### config.mk
export PLATFORM = sky130hd
export DESIGN_NAME = tcli_term_unit
export DESIGN_NICKNAME = d
export VERILOG_FILES = /design/src/tcli_pkg.sv /design/src/tcli_term_unit.sv
export SDC_FILE = /design/constraint.sdc
export NUM_CORES = 2
export LEC_CHECK = 0
export ABC_AREA = 1
export BUFFER_PORTS_ARGS = -buffer_cell sky130_fd_sc_hd__buf_2
export CAP_MARGIN = 10
export CORE_MARGIN = 4
export CORE_UTILIZATION = 59
export CTS_BUF_LIST = sky130_fd_sc_hd__clkbuf_8
export CTS_CLUSTER_DIAMETER = 150
export CTS_CLUSTER_SIZE = 12
export DETAILED_ROUTE_END_ITERATION = 10
export HOLD_SLACK_MARGIN = 0.02
export PLACE_DENSITY = 0.86
export SYNTH_ARGS = -nofsm -noshare
export SYNTH_HDL_FRONTEND = slang
export SYNTH_SLANG_ARGS = --single-unit
### constraint.sdc
create_clock -name clk_i -period 8.8 [get_ports clk_i]
set_clock_uncertainty 0.15 [all_clocks]
set_input_delay 0 -clock clk_i [delete_from_list [all_inputs] [get_ports clk_i]]
set_output_delay 0 -clock clk_i [all_outputs]
set_load 0.02 [all_outputs]
### src/tcli_pkg.sv
package tcli_pkg;

  // table geometry
  localparam int MaxNodes = 512;
  localparam int AddrW    = $clog2(MaxNodes);
  localparam int CountW   = 10;
  localparam int DataW    = 32;

  // one lagrange term quotient, magnitude clipped to 2^60
  localparam int QuotW = 61;
  localparam logic [QuotW-1:0] TermLim = QuotW'(1) << 60;

  // result of a flagged query: -1.0 in q16.16
  localparam logic [DataW-1:0] FlagValue = 32'hFFFF_0000;

  typedef enum logic {
    CMD_WRITE = 1'b0,
    CMD_QUERY = 1'b1
  } cmd_e;

endpackage

### src/tcli_term_unit.sv
module tcli_term_unit (
  input  logic                        clk_i,
  input  logic                        rst_ni,
  input  logic                        start_i,
  input  logic [31:0]                 num_fac_i [4],
  input  logic [31:0]                 den_fac_i [3],
  output logic                        done_o,
  output logic [tcli_pkg::QuotW-1:0]  quot_o
);

  typedef enum logic [1:0] {
    ST_IDLE,
    ST_MUL,
    ST_DIV
  } state_e;

  state_e       state_q;
  logic [2:0]   fac_q;
  logic [1:0]   chunk_q;
  logic [6:0]   cnt_q;
  logic         done_q;
  logic [31:0]  carry_q;
  logic [127:0] num_q;
  logic [127:0] den_q;
  logic [95:0]  rem_q;

  logic [31:0]  mult_m;
  logic [31:0]  acc_chunk;
  logic [63:0]  mul_p;
  logic [63:0]  mac;
  logic [96:0]  rem_sh;
  logic [96:0]  rem_sub;
  logic         rem_ge;
  logic         over;

  // factor select: four numerator factors, then three denominator factors
  always_comb begin
    case (fac_q)
      3'd0:    mult_m = num_fac_i[0];
      3'd1:    mult_m = num_fac_i[1];
      3'd2:    mult_m = num_fac_i[2];
      3'd3:    mult_m = num_fac_i[3];
      3'd4:    mult_m = den_fac_i[0];
      3'd5:    mult_m = den_fac_i[1];
      3'd6:    mult_m = den_fac_i[2];
      default: mult_m = '0;
    endcase
  end

  // one 32x32 chunk of the wide product per cycle
  assign acc_chunk = fac_q[2] ? den_q[{chunk_q, 5'b0} +: 32] : num_q[{chunk_q, 5'b0} +: 32];
  assign mul_p     = 64'(acc_chunk) * 64'(mult_m);
  assign mac       = mul_p + 64'(carry_q);

  // restoring divide, one quotient bit per cycle
  assign rem_sh  = {rem_q, num_q[127]};
  assign rem_sub = rem_sh - {1'b0, den_q[95:0]};
  assign rem_ge  = rem_sh >= {1'b0, den_q[95:0]};

  // clip the quotient
  assign over   = (|num_q[127:61]) || (num_q[60:0] > tcli_pkg::TermLim);
  assign quot_o = over ? tcli_pkg::TermLim : num_q[60:0];
  assign done_o = done_q;

  // sequencer
  always_ff @(posedge clk_i or negedge rst_ni) begin
    if (!rst_ni) begin
      state_q <= ST_IDLE;
      fac_q   <= '0;
      chunk_q <= '0;
      cnt_q   <= '0;
      done_q  <= 1'b0;
    end else begin
      done_q <= 1'b0;
      unique case (state_q)
        ST_IDLE: begin
          if (start_i) begin
            state_q <= ST_MUL;
            fac_q   <= '0;
            chunk_q <= '0;
          end
        end
        ST_MUL: begin
          chunk_q <= chunk_q + 2'd1;
          if (chunk_q == 2'd3) begin
            fac_q <= fac_q + 3'd1;
            if (fac_q == 3'd6) begin
              state_q <= ST_DIV;
              cnt_q   <= '0;
            end
          end
        end
        ST_DIV: begin
          cnt_q <= cnt_q + 7'd1;
          if (cnt_q == 7'd127) begin
            state_q <= ST_IDLE;
            done_q  <= 1'b1;
          end
        end
        default: state_q <= ST_IDLE;
      endcase
    end
  end

  // product and division registers
  always_ff @(posedge clk_i) begin
    if (state_q == ST_IDLE && start_i) begin
      num_q   <= 128'd1;
      den_q   <= 128'd1;
      carry_q <= '0;
      rem_q   <= '0;
    end else if (state_q == ST_MUL) begin
      if (fac_q[2]) begin
        den_q[{chunk_q, 5'b0} +: 32] <= mac[31:0];
      end else begin
        num_q[{chunk_q, 5'b0} +: 32] <= mac[31:0];
      end
      carry_q <= (chunk_q == 2'd3) ? 32'd0 : mac[63:32];
    end else if (state_q == ST_DIV) begin
      rem_q <= rem_ge ? rem_sub[95:0] : rem_sh[95:0];
      num_q <= {num_q[126:0], rem_ge};
    end
  end

endmodule

Word-level counts from Yosys, hierarchy flattened
Cells that the tools add are included.
{"block": "word_totals", "regBits": 399, "inputBits": 227, "word_cells": 77}
{"block": "classes", "add_sub_neg": 6, "mul": 1, "order_cmp": 2, "n_eq_ne": 15, "n_shift": 4, "mux": 25, "bitwise_logic": 1, "n_reduce_logical": 14}
{"operator": "$mux W128", "n": 3}
{"operator": "$bwmux W128", "n": 2}
{"operator": "$shiftx A128 B8 Y32", "n": 2}
{"operator": "$pmux W32 S7", "n": 1}
{"operator": "$shift A32 B9 Y128 const A", "n": 1}
{"operator": "$shiftx A32 B9 Y128", "n": 1}
{"operator": "$ge A97 B96 Y1", "n": 1}
{"operator": "$mux W96", "n": 1}
{"operator": "$sub A96 B96 Y96", "n": 1}
{"operator": "$reduce_or A67 Y1", "n": 1}
{"operator": "$add A64 B32 Y64", "n": 1}
{"operator": "$mul A32 B32 Y64", "n": 1}
{"operator": "$mux W32", "n": 2}
{"operator": "$gt A61 B61 Y1 const B", "n": 1}
{"operator": "$mux W61", "n": 1}
{"operator": "$mux W7", "n": 2}
{"operator": "$pmux W7 S2", "n": 1}
{"operator": "$mux W2", "n": 5}
{"operator": "$ne A2 B2 Y1 const B", "n": 5}
{"operator": "$eq A3 B3 Y1 const B", "n": 3}
{"operator": "$neg A7 Y9", "n": 1}
{"operator": "$reduce_and A2 Y1", "n": 4}
{"operator": "$add A7 B1 Y7 const B", "n": 1}
{"operator": "$eq A7 B7 Y1 const B", "n": 1}
{"operator": "other kinds (19)", "n": 25}

Logic depth before layout (Yosys ltp)
{"block": "depth", "word_depth": 8, "mapped_depth": 44, "ltp_nobuf": 41}

Worst setup path before layout
No wires, ideal clock.
{"block": "synth_path", "path_kind": "reg-to-reg", "startpoint": "register fac_q[2]", "endpoint": "register num_q[30]", "setup_ns": 0.071, "arrival_time_ns": 8.306, "t_required_ns": 8.579, "path_slack_ns": 0.273, "stages_incl_launch_ff": 39, "n_path_buf": 6, "cell_sequence": "dfrtp_1 inv_2 buf_2 buf_2 buf_2 ha_1 clkbuf_1 buf_1 nand2_1 inv_1 nor4_1 clkbuf_1 nor2_1 fa_1 inv_1 fa_1 fa_1 inv_1 [3 not listed] fa_1 inv_1 fa_1 inv_1 ha_1 nand2_1 nor2_1 inv_1 nor2_1 inv_1 nor2_1 nand2_1 nand2_1 xor2_2 nand2_1 nand2_1 nand2_1 a21oi_1"}
{"block": "synth_between", "elab_chain_cells": 8}
{"element": "start, declared", "line_no": "tcli_term_unit.sv:18", "source": "logic [2:0] fac_q;"}
{"element": "start signal, assigned", "line_no": "tcli_term_unit.sv:86", "source": "fac_q <= fac_q + 3'd1;"}
{"element": "$eq A3 B3 Y1 (tied with other cells)", "line_no": "tcli_term_unit.sv:38", "source": "case (fac_q)"}
{"element": "$pmux W32 S7", "line_no": "tcli_term_unit.sv:38"}
{"element": "$mul A32 B32 Y64", "line_no": "tcli_term_unit.sv:52", "source": "assign mul_p = 64'(acc_chunk) * 64'(mult_m);"}
{"element": "$add A64 B32 Y64", "line_no": "tcli_term_unit.sv:53", "source": "assign mac = mul_p + 64'(carry_q);"}
{"element": "$shiftx A32 B9 Y128", "line_no": "tcli_term_unit.sv:116", "source": "num_q[{chunk_q, 5'b0} +: 32] <= mac[31:0];"}
{"element": "$bwmux W128", "line_no": "tcli_term_unit.sv:116"}
{"element": "$mux W128", "line_no": "tcli_term_unit.sv:113", "source": "if (fac_q[2]) begin"}
{"element": "$mux W128", "line_no": "tcli_term_unit.sv:112", "source": "end else if (state_q == ST_MUL) begin"}
{"element": "end signal, assigned by index", "line_no": "tcli_term_unit.sv:116"}
{"element": "end signal, assigned", "line_no": "tcli_term_unit.sv:121", "source": "num_q <= {num_q[126:0], rem_ge};"}
{"element": "end, declared", "line_no": "tcli_term_unit.sv:23", "source": "logic [127:0] num_q;"}
Parallel ways exist; a longest one is shown, timed or not. The select of a mux whose other input is x is not followed.
A chain may end at the register's enable or synchronous reset.

Worst setup path after layout
{"block": "layout_path", "startpoint": "register fac_q[2]", "endpoint": "register den_q[123]"}
{"block": "layout_between", "elab_chain_cells": 6}
{"element": "$eq A3 B3 Y1 (tied with other cells)", "line_no": "tcli_term_unit.sv:38"}
{"element": "$pmux W32 S7", "line_no": "tcli_term_unit.sv:38"}
{"element": "$mul A32 B32 Y64", "line_no": "tcli_term_unit.sv:52"}
{"element": "$add A64 B32 Y64", "line_no": "tcli_term_unit.sv:53"}
{"element": "$shiftx A32 B9 Y128", "line_no": "tcli_term_unit.sv:114", "source": "den_q[{chunk_q, 5'b0} +: 32] <= mac[31:0];"}
{"element": "$bwmux W128", "line_no": "tcli_term_unit.sv:114"}
{"element": "end signal, assigned by index", "line_no": "tcli_term_unit.sv:114"}
{"element": "end, declared", "line_no": "tcli_term_unit.sv:24", "source": "logic [127:0] den_q;"}
Parallel ways exist; a longest one is shown, timed or not.

==> results.sh <==
export IMPL_critPathMaxStageDelay_ns=0.58
export IMPL_cts_tree="built"
export IMPL_leakagePower_uw=0.0423
export IMPL_cts_made_buffers=39
export IMPL_portBuffers=288
export IMPL_cap_violations=0
export IMPL_tns_ns=-0.0291
export IMPL_synth_compound_area_share=0.105
export IMPL_synth_top_family_by_area="adder cells"
export IMPL_synth_area_top_cells="fa_1 28%, nand2_1 14%, dfxtp_1 12%"
export IMPL_power_density_mw_per_mm2=232
export IMPL_antenna_found_initial=12
export IMPL_fin_nets=11900
export IMPL_rows=121
export IMPL_setup_violations=1
export IMPL_grt_pass1_wl_mm=428
export IMPL_netlist_instances=9699
export IMPL_syn_num_nets=11200
export IMPL_rsz0062_at_grt="true"
export IMPL_netlist_area_leader_share=0.284
export IMPL_synth_top_area_cell="fa_1"
export IMPL_gp_routability_congestion=1.10
export IMPL_core_area_mm2=0.109
export IMPL_routed_via_count=71100
export IMPL_path_clk_slew_ns=0.09
export IMPL_crit_arrival_ns=9.28
export IMPL_drt_iter0_drc=10400
export IMPL_cpMostUsedCell="fa_1"
export IMPL_outcome="finished with violations"
export IMPL_design_area_mm2=0.0773
export IMPL_ys_types=55
export IMPL_die_y_um=341
export IMPL_crit_required_ns=9.25
export IMPL_grt_max_degree=93
export IMPL_cp_start_kind="flip-flop"
export IMPL_hold_violations=0
export IMPL_fp_dieW_um=341
export IMPL_finish_utilization=0.706
export IMPL_track_usage=0.492
export IMPL_ys_warnings_count=0
export IMPL_cts_sinks=399
export IMPL_path_class="flip-flop to flip-flop"
export IMPL_area_growth_pct=18.2
export IMPL_worstMarginPinSlew_ns=1.22
export IMPL_endpoint_kind="flip-flop"
export IMPL_syn_avg_cell_area_um2=6.74
export IMPL_fin_crit_sh=1.00
export IMPL_violations="setup timing"
export IMPL_wl_per_cell_um=24.9
export IMPL_cts_buffer_depth=3
export IMPL_ant_nets=0
export IMPL_grt_pass1_vias=68000
export IMPL_synthAdderAreaFrac=0.355
export IMPL_layout_common_cells="2400 x nand2_1, 1954 x inv_1, 934 x nor2_1"
export IMPL_insertion_delay_ns=0.74
export IMPL_hp_class="primary input to asynchronous set/reset pin"
export IMPL_ir_drop_mv=0.307
export IMPL_drive_above_1_share=0.165
export IMPL_relSlewSlack=0.184
export IMPL_cts_htree_levels=2
export IMPL_synthSimpleGateAreaFrac=0.258
export IMPL_drt_drc_violations_left=0
export IMPL_dieArea_mm2=0.116
export IMPL_cp_max_fo=17
export IMPL_ys_seq_area_frac=0.123
export IMPL_muxShareOfSynthArea=0
export IMPL_hpwl_mm=239
export IMPL_crit_slowest_cell="fa_1"
export IMPL_vias_per_cell=5.98
export IMPL_ys_ff_latch=399
export IMPL_final_common_cell="nand2_1"
export IMPL_min_period_ns=8.83
export IMPL_dpl_cell_area_mm2=0.0736
export IMPL_postRouteWirelength_mm=296
export IMPL_max_freq_ghz=0.113
export IMPL_finalMaxSlewViolations=0
export IMPL_ios=289
export IMPL_netlist_area_mm2=0.0654
export IMPL_synth_xor_area_frac=0.0108
export IMPL_root_buffer="clkbuf_8"
export IMPL_final_setup_worst_slack_ns=-0.0291
export IMPL_overflow=0
export IMPL_start_util=0.597
export IMPL_drtPass1Iterations=9
## cells in the mapped netlist (all sizes together)
cell and n:
a31oi 9, o221a 1, dfxtp 384, o21ai 360, clkbuf 290, a21o 17
nand3 343, inv 2083, a21boi 3, and2 21, o211ai 8, nand3b 4
xor2 18, a21oi 689, nor4 56, a22oi 15, a211oi 21, o31ai 2
fa 929, clkinv 15, o21bai 15, dfrtp 15, nor3 35, buf 147
nor2 1017, a221oi 37, xnor2 61, nand2 2497, or2 4, nor3b 2
o21a 9, ha 369, a32o 3, o22ai 4, a22o 52, nand4 163
a2bb2oi 1
## routing by layer
metal / up-vias / wire length, um / track usage
li1: 30800 / - / -
met1: 33500 / 107000 / 0.643
met3: 1321 / 48500 / 0.205
met4: 6 / 22600 / 0.260
met2: 5435 / 118000 / 0.695
met5: - / 39 / 0
## cell families after synthesis
group / after synthesis
DFF: 399
AOI/OAI and AO/OA: 1246
xor gates and xnor gates: 79
buffers and inverters: 2535
adders and majority gates: 1298
and+or+nand+nor: 4142
## worst max-delay path: cells and delay by family, from the launching register on
kind,cells,cell delay [ns]
buf+inv,13,1.57
xor+xnor,1,0.22
fa+ha+maj,9,4.49
compound gates,4,0.76
flops,1,0.53
simple gates,9,0.95
## flip-flops by register name (all words and copies together), names as in the netlist
signal and count:
state_q 2, num_q 128, chunk_q 2, cnt_q 7, den_q 128, done_o 1, rem_q 96, carry_q 32
fac_q 3
## what timing repair did
| item | in CTS | in global routing |
|---|---|---|
| gates cloned | 1 | 6 |
| setup endpoints to repair | 179 | 185 |
| buffers inserted | 16 | 60 |
| hold buffers | 3 | 0 |
| gates resized for setup | 95 | 586 |
| endpoints found under the hold margin | 68 | 0 |
| pin swaps | 16 | 166 |
## cell type report
class / count / area [um^2]
multi-input combinational: 6765 / 49800
fill: 9027 / 32100
timing repair buffer: 1093 / 9000
sequential: 399 / 8070
inverter: 2098 / 7960
tap: 1476 / 1850
clock buffer: 39 / 537
clock inverter: 7 / 58.8
antenna: 8 / 20.0
## report_power, final
group	leakage, uW	internal [uW]	total [uW]	switching, uW
Combinational	0.0385	4260	13300	9010
Clock	0.000320	412	1180	764
Sequential	0.00340	2730	3510	775
## path summary, 6_finish.rpt
check | startpoint | endpoint | slack, ns | depth (start not counted)
max | fac_q[2] | den_q[123] | -0.03 | 36
min | rst_ni | cnt_q[3] | 0.22 | 3
max reg2reg | fac_q[2] | den_q[123] | -0.03 | 36
min reg2reg | carry_q[21] | carry_q[21] | 0.32 | 2
max in group asynchronous | rst_ni | fac_q[2] | 7.76 | 3
min in group clk_i | carry_q[21] | carry_q[21] | 0.32 | 2
## metrics by stage
stage,instances,hold WS (ns),setup WS [ns],power [uW]
floorplan,9699,-0.446,0.273,10900
global placement,11700,-0.230,-0.403,15700
detailed placement,11700,-0.223,-0.440,15900
CTS,11800,0.222,-0.0132,17100
global route,11900,0.278,-0.191,19000
finish,11900,0.216,-0.0291,18000
(Power assumes the default switching activity.)
